--- src/sv/swrt_pkg.sv ---
// ----------------------------------------------------------------------------
// swrt_pkg
// Shared types and constants of the stop-and-wait retransmission timer.
// ----------------------------------------------------------------------------
package swrt_pkg;

    typedef enum logic [1:0] {
        MODE_ACK_OK     = 2'd0,
        MODE_ACK_REPEAT = 2'd1,
        MODE_TIMEOUT    = 2'd2,
        MODE_BAD_ACK    = 2'd3
    } mode_t;

    typedef enum logic [1:0] {
        ACT_NEXT   = 2'd0,
        ACT_RESEND = 2'd1,
        ACT_DONE   = 2'd2,
        ACT_ABORT  = 2'd3
    } action_t;

    localparam logic REG_TOTAL_FRAGMENTS = 1'b0;
    localparam logic REG_INITIAL_TIMEOUT = 1'b1;

    localparam logic [15:0] TOTAL_RESET   = 16'd1;
    localparam logic [31:0] TIMEOUT_RESET = 32'd1000000;

    // Item leaving the control and smoothed-estimate stage.
    typedef struct packed {
        action_t     action;
        logic [15:0] frag;
        logic        upd;
        logic        tmo;
        logic [34:0] s8;
        logic [34:0] srtt;
    } s1_t;

    // Item leaving the difference stage.
    typedef struct packed {
        action_t     action;
        logic [15:0] frag;
        logic        upd;
        logic        tmo;
        logic [34:0] srtt;
        logic [33:0] half;
    } s2_t;

    // Item leaving the deviation stage.
    typedef struct packed {
        action_t     action;
        logic [15:0] frag;
        logic        upd;
        logic        tmo;
        logic [34:0] srtt;
        logic [33:0] dev;
    } s3_t;

    typedef struct packed {
        logic finished;
    } status_t;

endpackage

--- src/sv/swrt_front.sv ---
// ----------------------------------------------------------------------------
// swrt_front
// Event decode, fragment bookkeeping and smoothed round-trip update.
// ----------------------------------------------------------------------------
module swrt_front (
    input  logic                clk,
    input  logic                rst_n,
    input  logic                total_we,
    input  logic [15:0]         total_data,
    input  logic                load,
    input  logic                fire,
    input  swrt_pkg::mode_t     mode,
    input  logic [31:0]         sample,
    output swrt_pkg::s1_t       stage,
    output swrt_pkg::status_t   status
);

    logic [15:0] total_reg;
    logic [15:0] frag_reg, frag_next;
    logic [34:0] srtt_reg, srtt_next;
    logic        fin_reg, fin_next;
    logic        once_reg, once_next;
    logic [34:0] s8;
    logic [38:0] sum;
    logic        upd, tmo;
    swrt_pkg::action_t action;
    swrt_pkg::s1_t stage_reg;

    assign s8  = {sample, 3'b000};
    assign sum = {srtt_reg, 3'b000} - {4'd0, srtt_reg} + {4'd0, s8};

    always_comb
    begin
        frag_next = frag_reg;
        srtt_next = srtt_reg;
        fin_next  = fin_reg;
        once_next = once_reg;
        upd       = 1'b0;
        tmo       = 1'b0;
        action    = swrt_pkg::ACT_DONE;
        if (!fin_reg)
        begin
            unique case (mode)
                swrt_pkg::MODE_BAD_ACK:
                begin
                    action = swrt_pkg::ACT_ABORT;
                end
                swrt_pkg::MODE_TIMEOUT:
                begin
                    tmo       = 1'b1;
                    once_next = 1'b0;
                    action    = swrt_pkg::ACT_RESEND;
                end
                swrt_pkg::MODE_ACK_OK, swrt_pkg::MODE_ACK_REPEAT:
                begin
                    upd = once_reg && (sample != 32'd0);
                    if (upd)
                    begin
                        srtt_next = sum[37:3];
                    end
                    if (mode == swrt_pkg::MODE_ACK_OK)
                    begin
                        if (frag_reg >= total_reg)
                        begin
                            fin_next = 1'b1;
                            action   = swrt_pkg::ACT_DONE;
                        end
                        else
                        begin
                            frag_next = frag_reg + 16'd1;
                            once_next = 1'b1;
                            action    = swrt_pkg::ACT_NEXT;
                        end
                    end
                    else
                    begin
                        once_next = 1'b0;
                        action    = swrt_pkg::ACT_RESEND;
                    end
                end
                default:
                begin
                    action = swrt_pkg::ACT_ABORT;
                end
            endcase
        end
    end

    always_ff @(posedge clk or negedge rst_n)
    begin
        if (!rst_n)
        begin
            total_reg <= swrt_pkg::TOTAL_RESET;
            frag_reg  <= 16'd1;
            srtt_reg  <= '0;
            fin_reg   <= 1'b0;
            once_reg  <= 1'b1;
        end
        else
        begin
            if (total_we)
            begin
                total_reg <= total_data;
            end
            if (fire)
            begin
                frag_reg <= frag_next;
                srtt_reg <= srtt_next;
                fin_reg  <= fin_next;
                once_reg <= once_next;
            end
        end
    end

    always_ff @(posedge clk)
    begin
        if (load)
        begin
            stage_reg.action <= action;
            stage_reg.frag   <= frag_next;
            stage_reg.upd    <= upd;
            stage_reg.tmo    <= tmo;
            stage_reg.s8     <= s8;
            stage_reg.srtt   <= srtt_next;
        end
    end

    assign stage           = stage_reg;
    assign status.finished = fin_reg;

endmodule

--- src/sv/swrt_dev.sv ---
// ----------------------------------------------------------------------------
// swrt_dev
// Absolute error against the new estimate, then the deviation update.
// ----------------------------------------------------------------------------
module swrt_dev (
    input  logic           clk,
    input  logic           rst_n,
    input  logic           load_diff,
    input  logic           load_dev,
    input  logic           fire_dev,
    input  swrt_pkg::s1_t  in_stage,
    output swrt_pkg::s3_t  out_stage
);

    swrt_pkg::s2_t diff_reg;
    swrt_pkg::s3_t dev_stage_reg;
    logic [33:0]   dev_reg, dev_next;
    logic [34:0]   diff8;
    logic [36:0]   dev_sum;

    assign diff8 = (in_stage.s8 >= in_stage.srtt) ? (in_stage.s8 - in_stage.srtt)
                                                 : (in_stage.srtt - in_stage.s8);

    always_ff @(posedge clk)
    begin
        if (load_diff)
        begin
            diff_reg.action <= in_stage.action;
            diff_reg.frag   <= in_stage.frag;
            diff_reg.upd    <= in_stage.upd;
            diff_reg.tmo    <= in_stage.tmo;
            diff_reg.srtt   <= in_stage.srtt;
            diff_reg.half   <= diff8[34:1];
        end
    end

    assign dev_sum  = {1'b0, dev_reg, 1'b0} + {3'd0, dev_reg} + {3'd0, diff_reg.half};
    assign dev_next = diff_reg.upd ? dev_sum[35:2] : dev_reg;

    always_ff @(posedge clk or negedge rst_n)
    begin
        if (!rst_n)
        begin
            dev_reg <= '0;
        end
        else if (fire_dev)
        begin
            dev_reg <= dev_next;
        end
    end

    always_ff @(posedge clk)
    begin
        if (load_dev)
        begin
            dev_stage_reg.action <= diff_reg.action;
            dev_stage_reg.frag   <= diff_reg.frag;
            dev_stage_reg.upd    <= diff_reg.upd;
            dev_stage_reg.tmo    <= diff_reg.tmo;
            dev_stage_reg.srtt   <= diff_reg.srtt;
            dev_stage_reg.dev    <= dev_next;
        end
    end

    assign out_stage = dev_stage_reg;

endmodule

--- src/sv/swrt_tmo.sv ---
// ----------------------------------------------------------------------------
// swrt_tmo
// Retransmission timeout update and the result register.
// ----------------------------------------------------------------------------
module swrt_tmo (
    input  logic               clk,
    input  logic               rst_n,
    input  logic               init_we,
    input  logic [31:0]        init_data,
    input  logic               load,
    input  logic               fire,
    input  swrt_pkg::s3_t      in_stage,
    output swrt_pkg::action_t  action,
    output logic [15:0]        fragment_number,
    output logic [31:0]        timeout_us,
    output logic [31:0]        estimated_rtt_us,
    output logic [31:0]        rtt_deviation_us
);

    logic [31:0] tmo_reg, tmo_next;
    logic [34:0] est_sum;
    logic [32:0] dbl;
    swrt_pkg::action_t action_reg;
    logic [15:0] frag_reg;
    logic [31:0] tout_reg, est_reg, dev_reg;

    assign est_sum = {3'd0, in_stage.srtt[34:3]} + {1'b0, in_stage.dev};
    assign dbl     = {tmo_reg, 1'b0};

    always_comb
    begin
        priority if (in_stage.tmo)
        begin
            tmo_next = dbl[32] ? 32'hFFFF_FFFF : dbl[31:0];
        end
        else if (in_stage.upd)
        begin
            tmo_next = (est_sum[34:32] != 3'd0) ? 32'hFFFF_FFFF : est_sum[31:0];
        end
        else
        begin
            tmo_next = tmo_reg;
        end
    end

    always_ff @(posedge clk or negedge rst_n)
    begin
        if (!rst_n)
        begin
            tmo_reg <= swrt_pkg::TIMEOUT_RESET;
        end
        else if (init_we)
        begin
            tmo_reg <= init_data;
        end
        else if (fire)
        begin
            tmo_reg <= tmo_next;
        end
    end

    always_ff @(posedge clk)
    begin
        if (load)
        begin
            action_reg <= in_stage.action;
            frag_reg   <= in_stage.frag;
            tout_reg   <= tmo_next;
            est_reg    <= in_stage.srtt[34:3];
            dev_reg    <= in_stage.dev[33:2];
        end
    end

    assign action           = action_reg;
    assign fragment_number  = frag_reg;
    assign timeout_us       = tout_reg;
    assign estimated_rtt_us = est_reg;
    assign rtt_deviation_us = dev_reg;

endmodule

--- src/sv/stop_wait_retransmit_timer.sv ---
// ----------------------------------------------------------------------------
// stop_wait_retransmit_timer
// Sender-side acknowledgement handler with an adaptive retransmission timer.
//
// Channel   Handshake             Payload
// in        in_valid, in_ready    mode, rtt_sample_us
// out       out_valid, out_ready  action, fragment_number, timeout_us,
//                                 estimated_rtt_us, rtt_deviation_us
// cfg       cfg_valid, cfg_ready  cfg_index, cfg_data
//
// One item per cycle when the output does not stall, through five
// registered steps: input, estimate, difference, deviation, and timeout
// with the result.
// Each stage holds its own valid bit, so bubbles close up under a stall.
// Reset restores the register defaults and the estimator state at once.
// Configuration writes are taken in any cycle.
// ----------------------------------------------------------------------------
module stop_wait_retransmit_timer (
    input  logic        clk,
    input  logic        rst_n,
    input  logic        in_valid,
    output logic        in_ready,
    input  logic [1:0]  mode,
    input  logic [31:0] rtt_sample_us,
    output logic        out_valid,
    input  logic        out_ready,
    output logic [1:0]  action,
    output logic [15:0] fragment_number,
    output logic [31:0] timeout_us,
    output logic [31:0] estimated_rtt_us,
    output logic [31:0] rtt_deviation_us,
    input  logic        cfg_valid,
    output logic        cfg_ready,
    input  logic        cfg_index,
    input  logic [31:0] cfg_data
);

    logic [4:0]  v_reg;
    logic [4:0]  ld;
    logic [1:0]  mode_reg;
    logic [31:0] sample_reg;
    logic        total_we, init_we;
    swrt_pkg::s1_t     s1;
    swrt_pkg::s3_t     s3;
    swrt_pkg::status_t status;
    swrt_pkg::action_t act;

    assign ld[4] = !v_reg[4] || out_ready;
    assign ld[3] = !v_reg[3] || ld[4];
    assign ld[2] = !v_reg[2] || ld[3];
    assign ld[1] = !v_reg[1] || ld[2];
    assign ld[0] = !v_reg[0] || ld[1];

    assign in_ready  = ld[0];
    assign out_valid = v_reg[4];
    assign cfg_ready = 1'b1;
    assign total_we  = cfg_valid && (cfg_index == swrt_pkg::REG_TOTAL_FRAGMENTS);
    assign init_we   = cfg_valid && (cfg_index == swrt_pkg::REG_INITIAL_TIMEOUT);

    always_ff @(posedge clk or negedge rst_n)
    begin
        if (!rst_n)
        begin
            v_reg <= '0;
        end
        else
        begin
            if (ld[0]) v_reg[0] <= in_valid;
            if (ld[1]) v_reg[1] <= v_reg[0];
            if (ld[2]) v_reg[2] <= v_reg[1];
            if (ld[3]) v_reg[3] <= v_reg[2];
            if (ld[4]) v_reg[4] <= v_reg[3];
        end
    end

    always_ff @(posedge clk)
    begin
        if (ld[0] && in_valid)
        begin
            mode_reg   <= mode;
            sample_reg <= rtt_sample_us;
        end
    end

    swrt_front u_front (
        .clk        (clk),
        .rst_n      (rst_n),
        .total_we   (total_we),
        .total_data (cfg_data[15:0]),
        .load       (ld[1]),
        .fire       (ld[1] && v_reg[0]),
        .mode       (swrt_pkg::mode_t'(mode_reg)),
        .sample     (sample_reg),
        .stage      (s1),
        .status     (status)
    );

    swrt_dev u_dev (
        .clk       (clk),
        .rst_n     (rst_n),
        .load_diff (ld[2]),
        .load_dev  (ld[3]),
        .fire_dev  (ld[3] && v_reg[2]),
        .in_stage  (s1),
        .out_stage (s3)
    );

    swrt_tmo u_tmo (
        .clk              (clk),
        .rst_n            (rst_n),
        .init_we          (init_we),
        .init_data        (cfg_data),
        .load             (ld[4]),
        .fire             (ld[4] && v_reg[3]),
        .in_stage         (s3),
        .action           (act),
        .fragment_number  (fragment_number),
        .timeout_us       (timeout_us),
        .estimated_rtt_us (estimated_rtt_us),
        .rtt_deviation_us (rtt_deviation_us)
    );

    assign action = act;

`ifndef ASSERT_OFF
    a_finished_sticks: assert property (@(posedge clk) disable iff (!rst_n)
        status.finished |=> status.finished)
        else $error("finished flag cleared after the transfer completed");

    a_empty_ready: assert property (@(posedge clk) disable iff (!rst_n)
        (v_reg == 5'd0) |-> in_ready)
        else $error("input not ready with an empty pipeline");

    a_next_frag: assert property (@(posedge clk) disable iff (!rst_n)
        (out_valid && (action == swrt_pkg::ACT_NEXT)) |-> (fragment_number >= 16'd2))
        else $error("send-next result with the first fragment number");

    a_out_hold: assert property (@(posedge clk) disable iff (!rst_n)
        (out_valid && !out_ready) |=> (out_valid && $stable({action, fragment_number,
            timeout_us, estimated_rtt_us, rtt_deviation_us})))
        else $error("waiting result item changed or dropped");
`endif

endmodule

--- config.mk ---
export PLATFORM = sky130hd
export DESIGN_NAME = stop_wait_retransmit_timer
export DESIGN_NICKNAME = d
export VERILOG_FILES = /design/src/sv/swrt_pkg.sv /design/src/sv/swrt_front.sv /design/src/sv/swrt_dev.sv /design/src/sv/swrt_tmo.sv /design/src/sv/stop_wait_retransmit_timer.sv
export SDC_FILE = /design/constraint.sdc
export NUM_CORES = 1
export LEC_CHECK = 0
export ABC_AREA = 1
export ABC_CLOCK_PERIOD_IN_PS = 27000
export BUFFER_PORTS_ARGS = -buffer_cell sky130_fd_sc_hd__buf_2
export CORE_UTILIZATION = 35
export CTS_BUF_LIST = sky130_fd_sc_hd__clkbuf_4
export CTS_CLUSTER_SIZE = 30
export DETAILED_ROUTE_END_ITERATION = 12
export PLACE_DENSITY = 0.5
export SLEW_MARGIN = 10
export SYNTH_ARGS = -nofsm -noshare
export SYNTH_HDL_FRONTEND = slang
export SYNTH_SLANG_ARGS = --single-unit
--- constraint.sdc ---
create_clock -name clk -period 27 [get_ports clk]
set_input_delay 8.1 -clock clk [delete_from_list [all_inputs] [get_ports clk]]
set_output_delay 8.1 -clock clk [all_outputs]
set_load 0.005 [all_outputs]
==> results.yml, run 1 <==
logic_synthesis:
  yosysUniqueCellTypes: 54
  synth-warning-count: 0
  syn_area_per_cell_um2: 8.76
  synthFlopType: "edfxtp_1"
  syn_inst: 3752
  yosys-top-cells-area: "edfxtp_1 (37%), nand2_1 (11%), dfrtp_1 (9.9%), ha_1 (6.8%), inv_1 (6.4%)"
  ys_seq_area_share_pct: 47.9
  synth-seq-cells: 547
  synth_nets: 4070
  yosys.area.top_type_share_pct: 37.2
  synth_common_cells: "nand2_1 (931), inv_1 (556), edfxtp_1 (407), nor2_1 (291), o21ai_0 (254)"
  synth_top_area_cell: "edfxtp_1"
  synth-edff-count: 407
  syn_area_um2: 32900
  async_flop_share_pct: 25.6
  yosysMostFrequentCell: "nand2_1"
global_route:
  grt_overflow: 0
  grt_pass1_vias: 25400
  grt_usage_pct: 20.9
  antenna_found_initial: 3
  grt_pass1_wl_mm: 149
  grt_max_degree: 94
critical_path:
  cp-start-kind: "primary input"
  reg2regPathDepth: 11
  end_kind: "output pin"
  crit_type: "primary input to output pin"
  worstPathRequired_ns: 18.90
  critPathMaxFanout: 51
  worstPathArrival_ns: 11.15
worst_hold_path:
  hold_class: "flop to flop"
  whs_path_depth: 0
floorplanning:
  die_area_um2: 95100
  die_width_um: 308
  io_pins: 189
  fp.dieH_um: 308
  start_util_pct: 35.3
  row_count: 112
  fp.coreArea_um2: 93200
timing:
  slew_violations: 0
  hold_viol: 0
  rsz0062_at_grt: "no"
  setup_violations: 0
  tightestPinTransition_ns: 1.13
  post-route-min-period_ns: 19.25
  fmax_mhz: 51.9
  fin_worst_skew_ns: 0.0708
  fin_setup_tns_ns: 0
  slew_headroom_pct: 24.7
  min_period_over_period_pct: 71.3
flow_run:
  drv_cap: 0
route:
  vias: 25700
  viasPerCell: 4.77
  routedWlPerCell_um: 18.3
  firstDrtPassIters: 5
  final_antenna_net_count: 0
  finalWirelength_mm: 98.3
  drt_iter0_markers: 1590
  drc_errors: 0
clock_network:
  clkLatencyLatePin_ns: 1.03
  postCtsHoldBufs: 0
  postCtsSetupRepairBufs: 0
  cts_buffers: 148
  cts_tree: "built"
  clk_pin_slew_ns: 0.06
  clockBufferDepth: 3
  cts-htree-levels: 4
  root_buffer: "clkbuf_4"
  cts_resized: 0
  clock-sinks: 547
final_layout:
  largest_reg_flops: 87
  fillers: 9611
  final_cells: 5388
  drive_gt1_share_pct: 12.7
  areaGrowthSynthToFinish_pct: 12.7
  nets: 4324
pwr:
  powerDensity_nw_per_um2: 145
  p_leak_nw: 16.8
  ir_drop_mv: 0.0852
status:
  outcome: "finished clean"
place:
  gp_congestion: 0.930
  dp_hpwl_mm: 77.9
  numPortBuffers: 187
  post-place-cells: 5110
[metrics by stage]
stage                     hold WS [ns]  utilization [%]  power, W  worst slack, ns  cell area (um2)
after CTS                        0.378             39.7   0.00543             7.67            37000
after floorplan                  0.400                -   0.00367             3.24            32900
after global placement           0.401             37.6   0.00463             7.68            35000
after detailed placement         0.405             37.6   0.00463             7.66            35000
final                            0.392             39.7   0.00538             7.75            37000
after global routing             0.397             39.7   0.00590             7.33            37000
[cells by family (layout without fill, tap and decap cells)]
family | Yosys count | in the layout | synth area share, %
AOI/OAI and AO/OA | 637 | 637 | 10.6
other | 1 | 8 | 0.0114
adders and majority gates | 246 | 246 | 10.9
buffers and inverters | 663 | 1038 | 7.90
and+or+nand+nor | 1533 | 1533 | 19.4
muxes | 1 | 1 | 0.0343
DFF | 547 | 547 | 47.9
xor gates and xnor gates | 124 | 124 | 3.31
[metal layers]
layer	vias up	wire [um]	GRT usage, %
met5	-	0	0
met4	0	2180	6.50
met3	112	4120	3.30
met2	568	46100	34.5
met1	12100	46000	27.9
li1	13000	-	-
[critical path, cell delays in order]
cell and delay [ns]:
buf_2 0.10, nor2_1 0.28, inv_4 0.31, nor2_1 0.27
inv_4 0.16, nor2_1 0.16, clkinv_2 0.40, nor2_1 0.41
clkinv_2 0.37, nor2_1 0.32, inv_1 0.11, buf_2 0.14
[worst paths after layout]
kind	slack, ns	start	endpoint
setup / recovery	7.75	out_ready	in_ready
hold / removal	0.39	u_dev.diff_reg[62]	u_dev.out_stage[62]
setup reg to reg	22.88	u_front.stage[14]	u_dev.diff_reg[24]
hold reg to reg	0.39	u_dev.diff_reg[62]	u_dev.out_stage[62]
min in group asynchronous	7.13	rst_n	u_front.frag_reg[9]
max in group asynchronous	18.27	rst_n	u_dev.dev_reg[19]
[where the power goes]
group	internal (W)	switching [W]	leakage, nW	total, W
logic	0.00105	0.00200	9.72	0.00305
clock network	0.000407	0.000357	1.16	0.000764
registers	0.00129	0.000275	5.93	0.00157
[cells in the final DEF (no fill, tap or decap), drive strengths merged, types with 10 or more instances in the layout]
cell | netlist | layout
a21boi | 10 | 10
a21o | 21 | 21
a21oi | 239 | 239
a31oi | 19 | 19
and2 | 12 | 12
buf | 42 | 201
clkbuf | 55 | 228
clkinv | 3 | 35
dfrtp | 130 | 130
dfstp | 10 | 10
edfxtp | 407 | 407
fa | 68 | 68
ha | 178 | 178
inv | 563 | 567
nand2 | 949 | 949
nand3 | 172 | 172
nand4 | 27 | 27
nor2 | 296 | 296
nor3 | 32 | 32
nor4 | 21 | 21
o211ai | 12 | 12
o21ai | 275 | 275
o21bai | 23 | 23
o22ai | 19 | 19
or2 | 13 | 13
xnor2 | 42 | 42
xor2 | 82 | 82
[cell type report]
class / instances / area (um2) / area share, %
flip-flops and latches: 547 / 15700 / 42.5
multi-input cells: 2542 / 14500 / 39.3
inverters: 566 / 2130 / 5.76
clock buffers: 228 / 1710 / 4.62
well taps: 1254 / 1570 / 4.24
repair buffers: 201 / 1050 / 2.83
clock inverters: 43 / 264 / 0.713
diodes: 7 / 17.5 / 0.0473
No activity file was read; power rests on OpenSTA's default activity.
==> run 2, diff against run 1 <==
ABC_CLOCK_PERIOD_IN_PS = 19960   (was 27000)
clock period = 19.96 ns   (was 27 ns; I/O delays follow)
==> run 2 against run 1 <==
Effect of this change: worst hold slack better by 0.020 ns; cell count about the same; die area unchanged; clock skew down 0.00076 ns; routed wire length about the same; sequential power up 35%; clock-buffer cell count unchanged; register-to-register slack worse by 6.9 ns; total power up 36%; critical endpoint unchanged; largest cell class unchanged.
==> results.yml, run 2 (synthesized netlist as in run 1, its figures left out) <==
status:
  outcome: "finished clean"
route:
  vias: 25800
  routedWlPerCell_um: 18.2
  firstDrtPassIters: 6
  finalWirelength_mm: 98.3
  drt_iter0_markers: 1705
  drc_errors: 0
  viasPerCell: 4.78
  final_antenna_net_count: 0
pwr:
  p_clk_share_pct: 14.5
  seqPwrFrac_pct: 29.0
  ir_drop_mv: 0.101
  netSwitchingPower_w: 0.00357
  p_leak_nw: 16.9
  p_int_w: 0.00374
  powerDensity_nw_per_um2: 197
  comb_power_share_pct: 56.6
  swShare_pct: 48.8
critical_path:
  path_buf_inv: 7
  crit_path_cell_trace: "buf_2 -> nor2_1 -> inv_4 -> nor2_1 -> inv_4 -> nor2_1 -> clkinv_2 -> nor2_1 -> clkinv_2 -> nor2_1 -> inv_1 -> buf_2"
  cp_common_cell: "nor2_1"
  worstPathArrival_ns: 8.92
  end_kind: "output pin"
  worstPathRequired_ns: 13.97
  cp-start-kind: "primary input"
  critPathMaxFanout: 44
  crit_type: "primary input to output pin"
  cp_slowest_stage_delay_ns: 0.44
  worst_path_max_delay_cell: "clkinv_2"
  path_delay_family: "buffers and inverters"
timing:
  holdWs_ns: 0.412
  fin_worst_skew_ns: 0.0701
  min_period_over_period_pct: 74.7
  slew_headroom_pct: 24.7
  rsz0062_at_grt: "no"
  fin_setup_tns_ns: 0
  setup_ws_ns: 5.05
  post-route-min-period_ns: 14.91
  tightestPinTransition_ns: 1.13
  fmax_mhz: 67.1
  slew_violations: 0
  setup_violations: 0
  hold_viol: 0
global_route:
  grt_max_degree: 94
  grt_overflow: 0
  grt_usage_pct: 20.9
  grt_pass1_wl_mm: 149
  antenna_found_initial: 5
  grt_pass1_vias: 25300
floorplanning:
  start_util_pct: 35.3
  die_width_um: 308
  io_pins: 189
  die_area_um2: 95100
  row_count: 112
  fp.coreArea_um2: 93200
  fp.dieH_um: 308
clock_network:
  cts-htree-levels: 4
  cts_tree: "built"
  root_buffer: "clkbuf_4"
  clk_pin_slew_ns: 0.07
  clock-sinks: 547
  postCtsHoldBufs: 0
  cts_buffers: 149
  clkLatencyLatePin_ns: 1.01
  cts_resized: 0
  postCtsSetupRepairBufs: 0
  clockBufferDepth: 3
final_layout:
  areaGrowthSynthToFinish_pct: 12.8
  fin_area_um2: 37100
  nets: 4324
  final_common_cell: "nand2_1"
  final_cell_mix: "nand2_1 (931), inv_1 (553), edfxtp_1 (407)"
  drive_gt1_share_pct: 12.8
  largest_reg_flops: 87
worst_hold_path:
  hold_class: "flop to flop"
place:
  pre_cts_ws_ns: 4.98
  numPortBuffers: 187
  dp_hpwl_mm: 77.9
  gp_congestion: 0.927
  place_area_um2: 35000
flow_run:
  drv_cap: 0
run 2: metal layers:
metal / share of wire, % / global-route usage (%) / wire length, um
met1: 47 / 28.1 / 45900
met2: 47 / 34.4 / 45800
met3: 4.1 / 3.11 / 4040
met4: 2.6 / 6.72 / 2520
met5: 0.011 / 0 / 11
run 2: layout make-up:
class	instances	area (um2)
antenna	8	20.0
sequential	547	15700
clock buffer	228	1710
clock inverter	47	318
timing repair buffer	200	1040
inverter	566	2130
tap	1254	1570
multi-input combinational	2542	14500
fill	9709	56100
run 2: path summary, 6_finish.rpt:
check | cells past startpoint | end | startpoint | slack (ns)
min in group asynchronous | 1 | u_front.srtt_reg[28] | rst_n | 5.13
worst min-delay path | 0 | u_tmo.fragment_number[1] | u_dev.out_stage[72] | 0.41
max in group asynchronous | 2 | u_dev.dev_reg[7] | rst_n | 13.43
worst max register to register | 11 | u_dev.diff_reg[25] | u_front.stage[15] | 15.94
worst max-delay path | 12 | in_ready | out_ready | 5.05
worst min register to register | 0 | u_tmo.fragment_number[1] | u_dev.out_stage[72] | 0.41
run 2: worst reg2reg max path: stages, from the launching register on:
cell and delay, ns:
edfxtp_1 0.51, inv_1 0.08, ha_1 0.46, nand2_1 0.14, nor2_1 0.23, inv_2 0.10, nor4_1 0.56, nand4_1 0.27
nand2_2 0.66, inv_2 0.47, nand2_1 0.19, nand2_1 0.10
run 2: power groups by stage:
| stage | logic (W) | clock network [W] | registers (W) |
|---|---|---|---|
| 6_report | 0.00414 | 0.00106 | 0.00212 |
| 5_1_grt | 0.00469 | 0.00116 | 0.00216 |
| 4_1_cts | 0.00415 | 0.00110 | 0.00213 |
| 3_5_place_dp | 0.00412 | 0 | 0.00215 |
| 3_3_place_gp | 0.00412 | 0 | 0.00215 |
| 2_1_floorplan | 0.00303 | 0 | 0.00194 |
run 2: metrics by stage:
step / util, % / power [W] / cells
final: 39.8 / 0.00732 / 5392
after global routing: 39.8 / 0.00801 / 5387
after CTS: 39.8 / 0.00737 / 5384
after detailed placement: 37.6 / 0.00627 / 5109
after global placement: 37.6 / 0.00627 / 5109
after floorplan: - / 0.00496 / 3752
==> run 3, diff against run 2 <==
ABC_CLOCK_PERIOD_IN_PS = 14270   (was 19960)
clock period = 14.27 ns   (was 19.96 ns; I/O delays follow)
==> run 3 against run 2 <==
Effect of this change: clock power increased by 38%; die area unchanged; total power increased by 40%; clock skew increased by 0.035 ns; first-iteration DRC count decreased by 0.29%; routed wire length increased by 1.2%; cell count about the same; setup slack got worse by 2.0 ns; critical path depth increased by 1.
==> results.yml, run 3 (synthesized netlist as in run 1, its figures left out) <==
critical_path:
  end_kind: "output pin"
  timing.rr.start: "u_front.stage[15]"
  worstPathArrival_ns: 6.98
  cp_common_cell: "clkinvlp_4"
  cp-startpoint: "out_ready"
  worst_path_max_delay_cell: "clkinvlp_4"
  rrSetupSlack_ns: 10.34
  reg2regPathDepth: 11
  path_delay_family: "buffers and inverters"
  crit_path_cell_trace: "buf_2 -> nor2_2 -> clkinvlp_4 -> nor2_1 -> bufinv_16 -> nor2_1 -> clkinvlp_4 -> buf_4 -> nor2_4 -> clkinvlp_4 -> nor2_2 -> inv_1 -> buf_2"
  worstPathRequired_ns: 9.99
  cp_slowest_stage_delay_ns: 0.33
  path_buf_inv: 8
  cp-start-kind: "primary input"
  crit_type: "primary input to output pin"
  critPathMaxFanout: 89
  r2r_end: "u_dev.diff_reg[25]"
global_route:
  grt_usage_pct: 21.1
  grt_overflow: 0
  grt_busiest_layer: "met2"
  antenna_found_initial: 3
  grt_pass1_wl_mm: 150
  grtUsageMet2_pct: 34.4
  grt_max_degree: 94
  use_met3_pct: 3.31
  use_met1_pct: 28.9
  grt_pass1_vias: 25000
final_layout:
  drive_gt1_share_pct: 12.8
  nets: 4324
  final_cell_mix: "nand2_1 (931), inv_1 (553), edfxtp_1 (407)"
  areaGrowthSynthToFinish_pct: 12.9
  final_common_cell: "nand2_1"
  fin_area_um2: 37100
  largest_reg_flops: 87
  fillers: 9554
flow_run:
  drv_cap: 0
timing:
  fin_worst_skew_ns: 0.105
  slew_violations: 0
  fin_setup_tns_ns: 0
  post-route-min-period_ns: 11.26
  tightestPinTransition_ns: 1.07
  hold_viol: 0
  setup_violations: 0
  fmax_mhz: 88.8
  slew_headroom_pct: 28.1
  min_period_over_period_pct: 78.9
  rsz0062_at_grt: "no"
floorplanning:
  die_area_um2: 95100
  io_pins: 189
  start_util_pct: 35.3
  fp.dieH_um: 308
  fp.coreArea_um2: 93200
  die_width_um: 308
  row_count: 112
clock_network:
  cts-htree-levels: 4
  postCtsSetupRepairBufs: 0
  clockBufferDepth: 3
  clock-sinks: 547
  root_buffer: "clkbuf_4"
  clkLatencyLatePin_ns: 1.03
  cts_tree: "built"
  cts_resized: 0
  clk_pin_slew_ns: 0.06
  cts_buffers: 147
  postCtsHoldBufs: 0
route:
  vias: 25700
  drc_errors: 0
  routedWlPerCell_um: 18.5
  drt_iter0_markers: 1700
  viasPerCell: 4.77
  firstDrtPassIters: 5
  final_antenna_net_count: 0
  finalWirelength_mm: 99.5
status:
  outcome: "finished clean"
worst_hold_path:
  holdPathEnd: "u_dev.out_stage[66]"
  hold_class: "flop to flop"
  hp-start: "u_dev.diff_reg[66]"
  whs_path_depth: 0
pwr:
  p_leak_nw: 16.8
  powerDensity_nw_per_um2: 276
  ir_drop_mv: 0.156
place:
  gp_congestion: 0.938
  numPortBuffers: 187
  place_area_um2: 35100
  dp_hpwl_mm: 78.7
run 3: cell count changes in the layout (fill, tap and decap cells not counted), moves of 2 or more:
cell,change
buf_4,+2
clkinvlp_4,+4
nor2_1,-3
nor2_2,+2
inv_4,-2
clkinv_2,+4
clkbuf_4,-11
diode_2,+2
run 3: cell type report:
class / instances / area, um2 / share of cell area (%)
diodes: 10 / 25.0 / 0.0675
well taps: 1254 / 1570 / 4.23
repair buffers: 202 / 1050 / 2.84
clock buffers: 217 / 1630 / 4.39
inverters: 566 / 2160 / 5.83
multi-input cells: 2542 / 14600 / 39.2
clock inverters: 55 / 359 / 0.968
flip-flops and latches: 547 / 15700 / 42.4
run 3: where the power goes:
group          leakage [nW]  switching [W]  total [W]  internal, W
clock network          1.19       0.000685    0.00146     0.000778
logic                  9.72        0.00382    0.00580      0.00199
registers              5.93       0.000520    0.00297      0.00245
run 3: metal layers:
| metal | share of wire [%] | vias to the layer above |
|---|---|---|
| met5 | 0.013 | - |
| met4 | 1.9 | 2 |
| met3 | 4.0 | 123 |
| met2 | 47 | 549 |
| met1 | 47 | 12100 |
| li1 | - | 13000 |
run 3: worst max-delay path by stage:
stage	cells after the start	slack (ns)	endpoint
global placement	13	3.07	in_ready
finish	13	3.01	in_ready
CTS	13	3.02	in_ready
global route	13	2.84	in_ready
detailed placement	13	3.04	in_ready
floorplan	10	0.03	in_ready
run 3: worst register-to-register path: cells and delay by family, from the launching register on:
kind	cells	cell delay [ns]
adders and majority gates	1	0.46
and+or+nand+nor	7	2.05
buffers and inverters	3	0.62
DFF	1	0.54
run 3: metrics by stage:
step	total power, W	setup WS, ns	cells	util [%]	hold WS (ns)
2_1_floorplan	0.00694	0.0273	3752	-	0.400
3_3_place_gp	0.00879	3.07	5111	37.6	0.401
3_5_place_dp	0.00880	3.04	5111	37.6	0.405
4_1_cts	0.0103	3.02	5383	39.8	0.387
5_1_grt	0.0112	2.84	5392	39.8	0.389
6_report	0.0102	3.01	5393	39.8	0.389
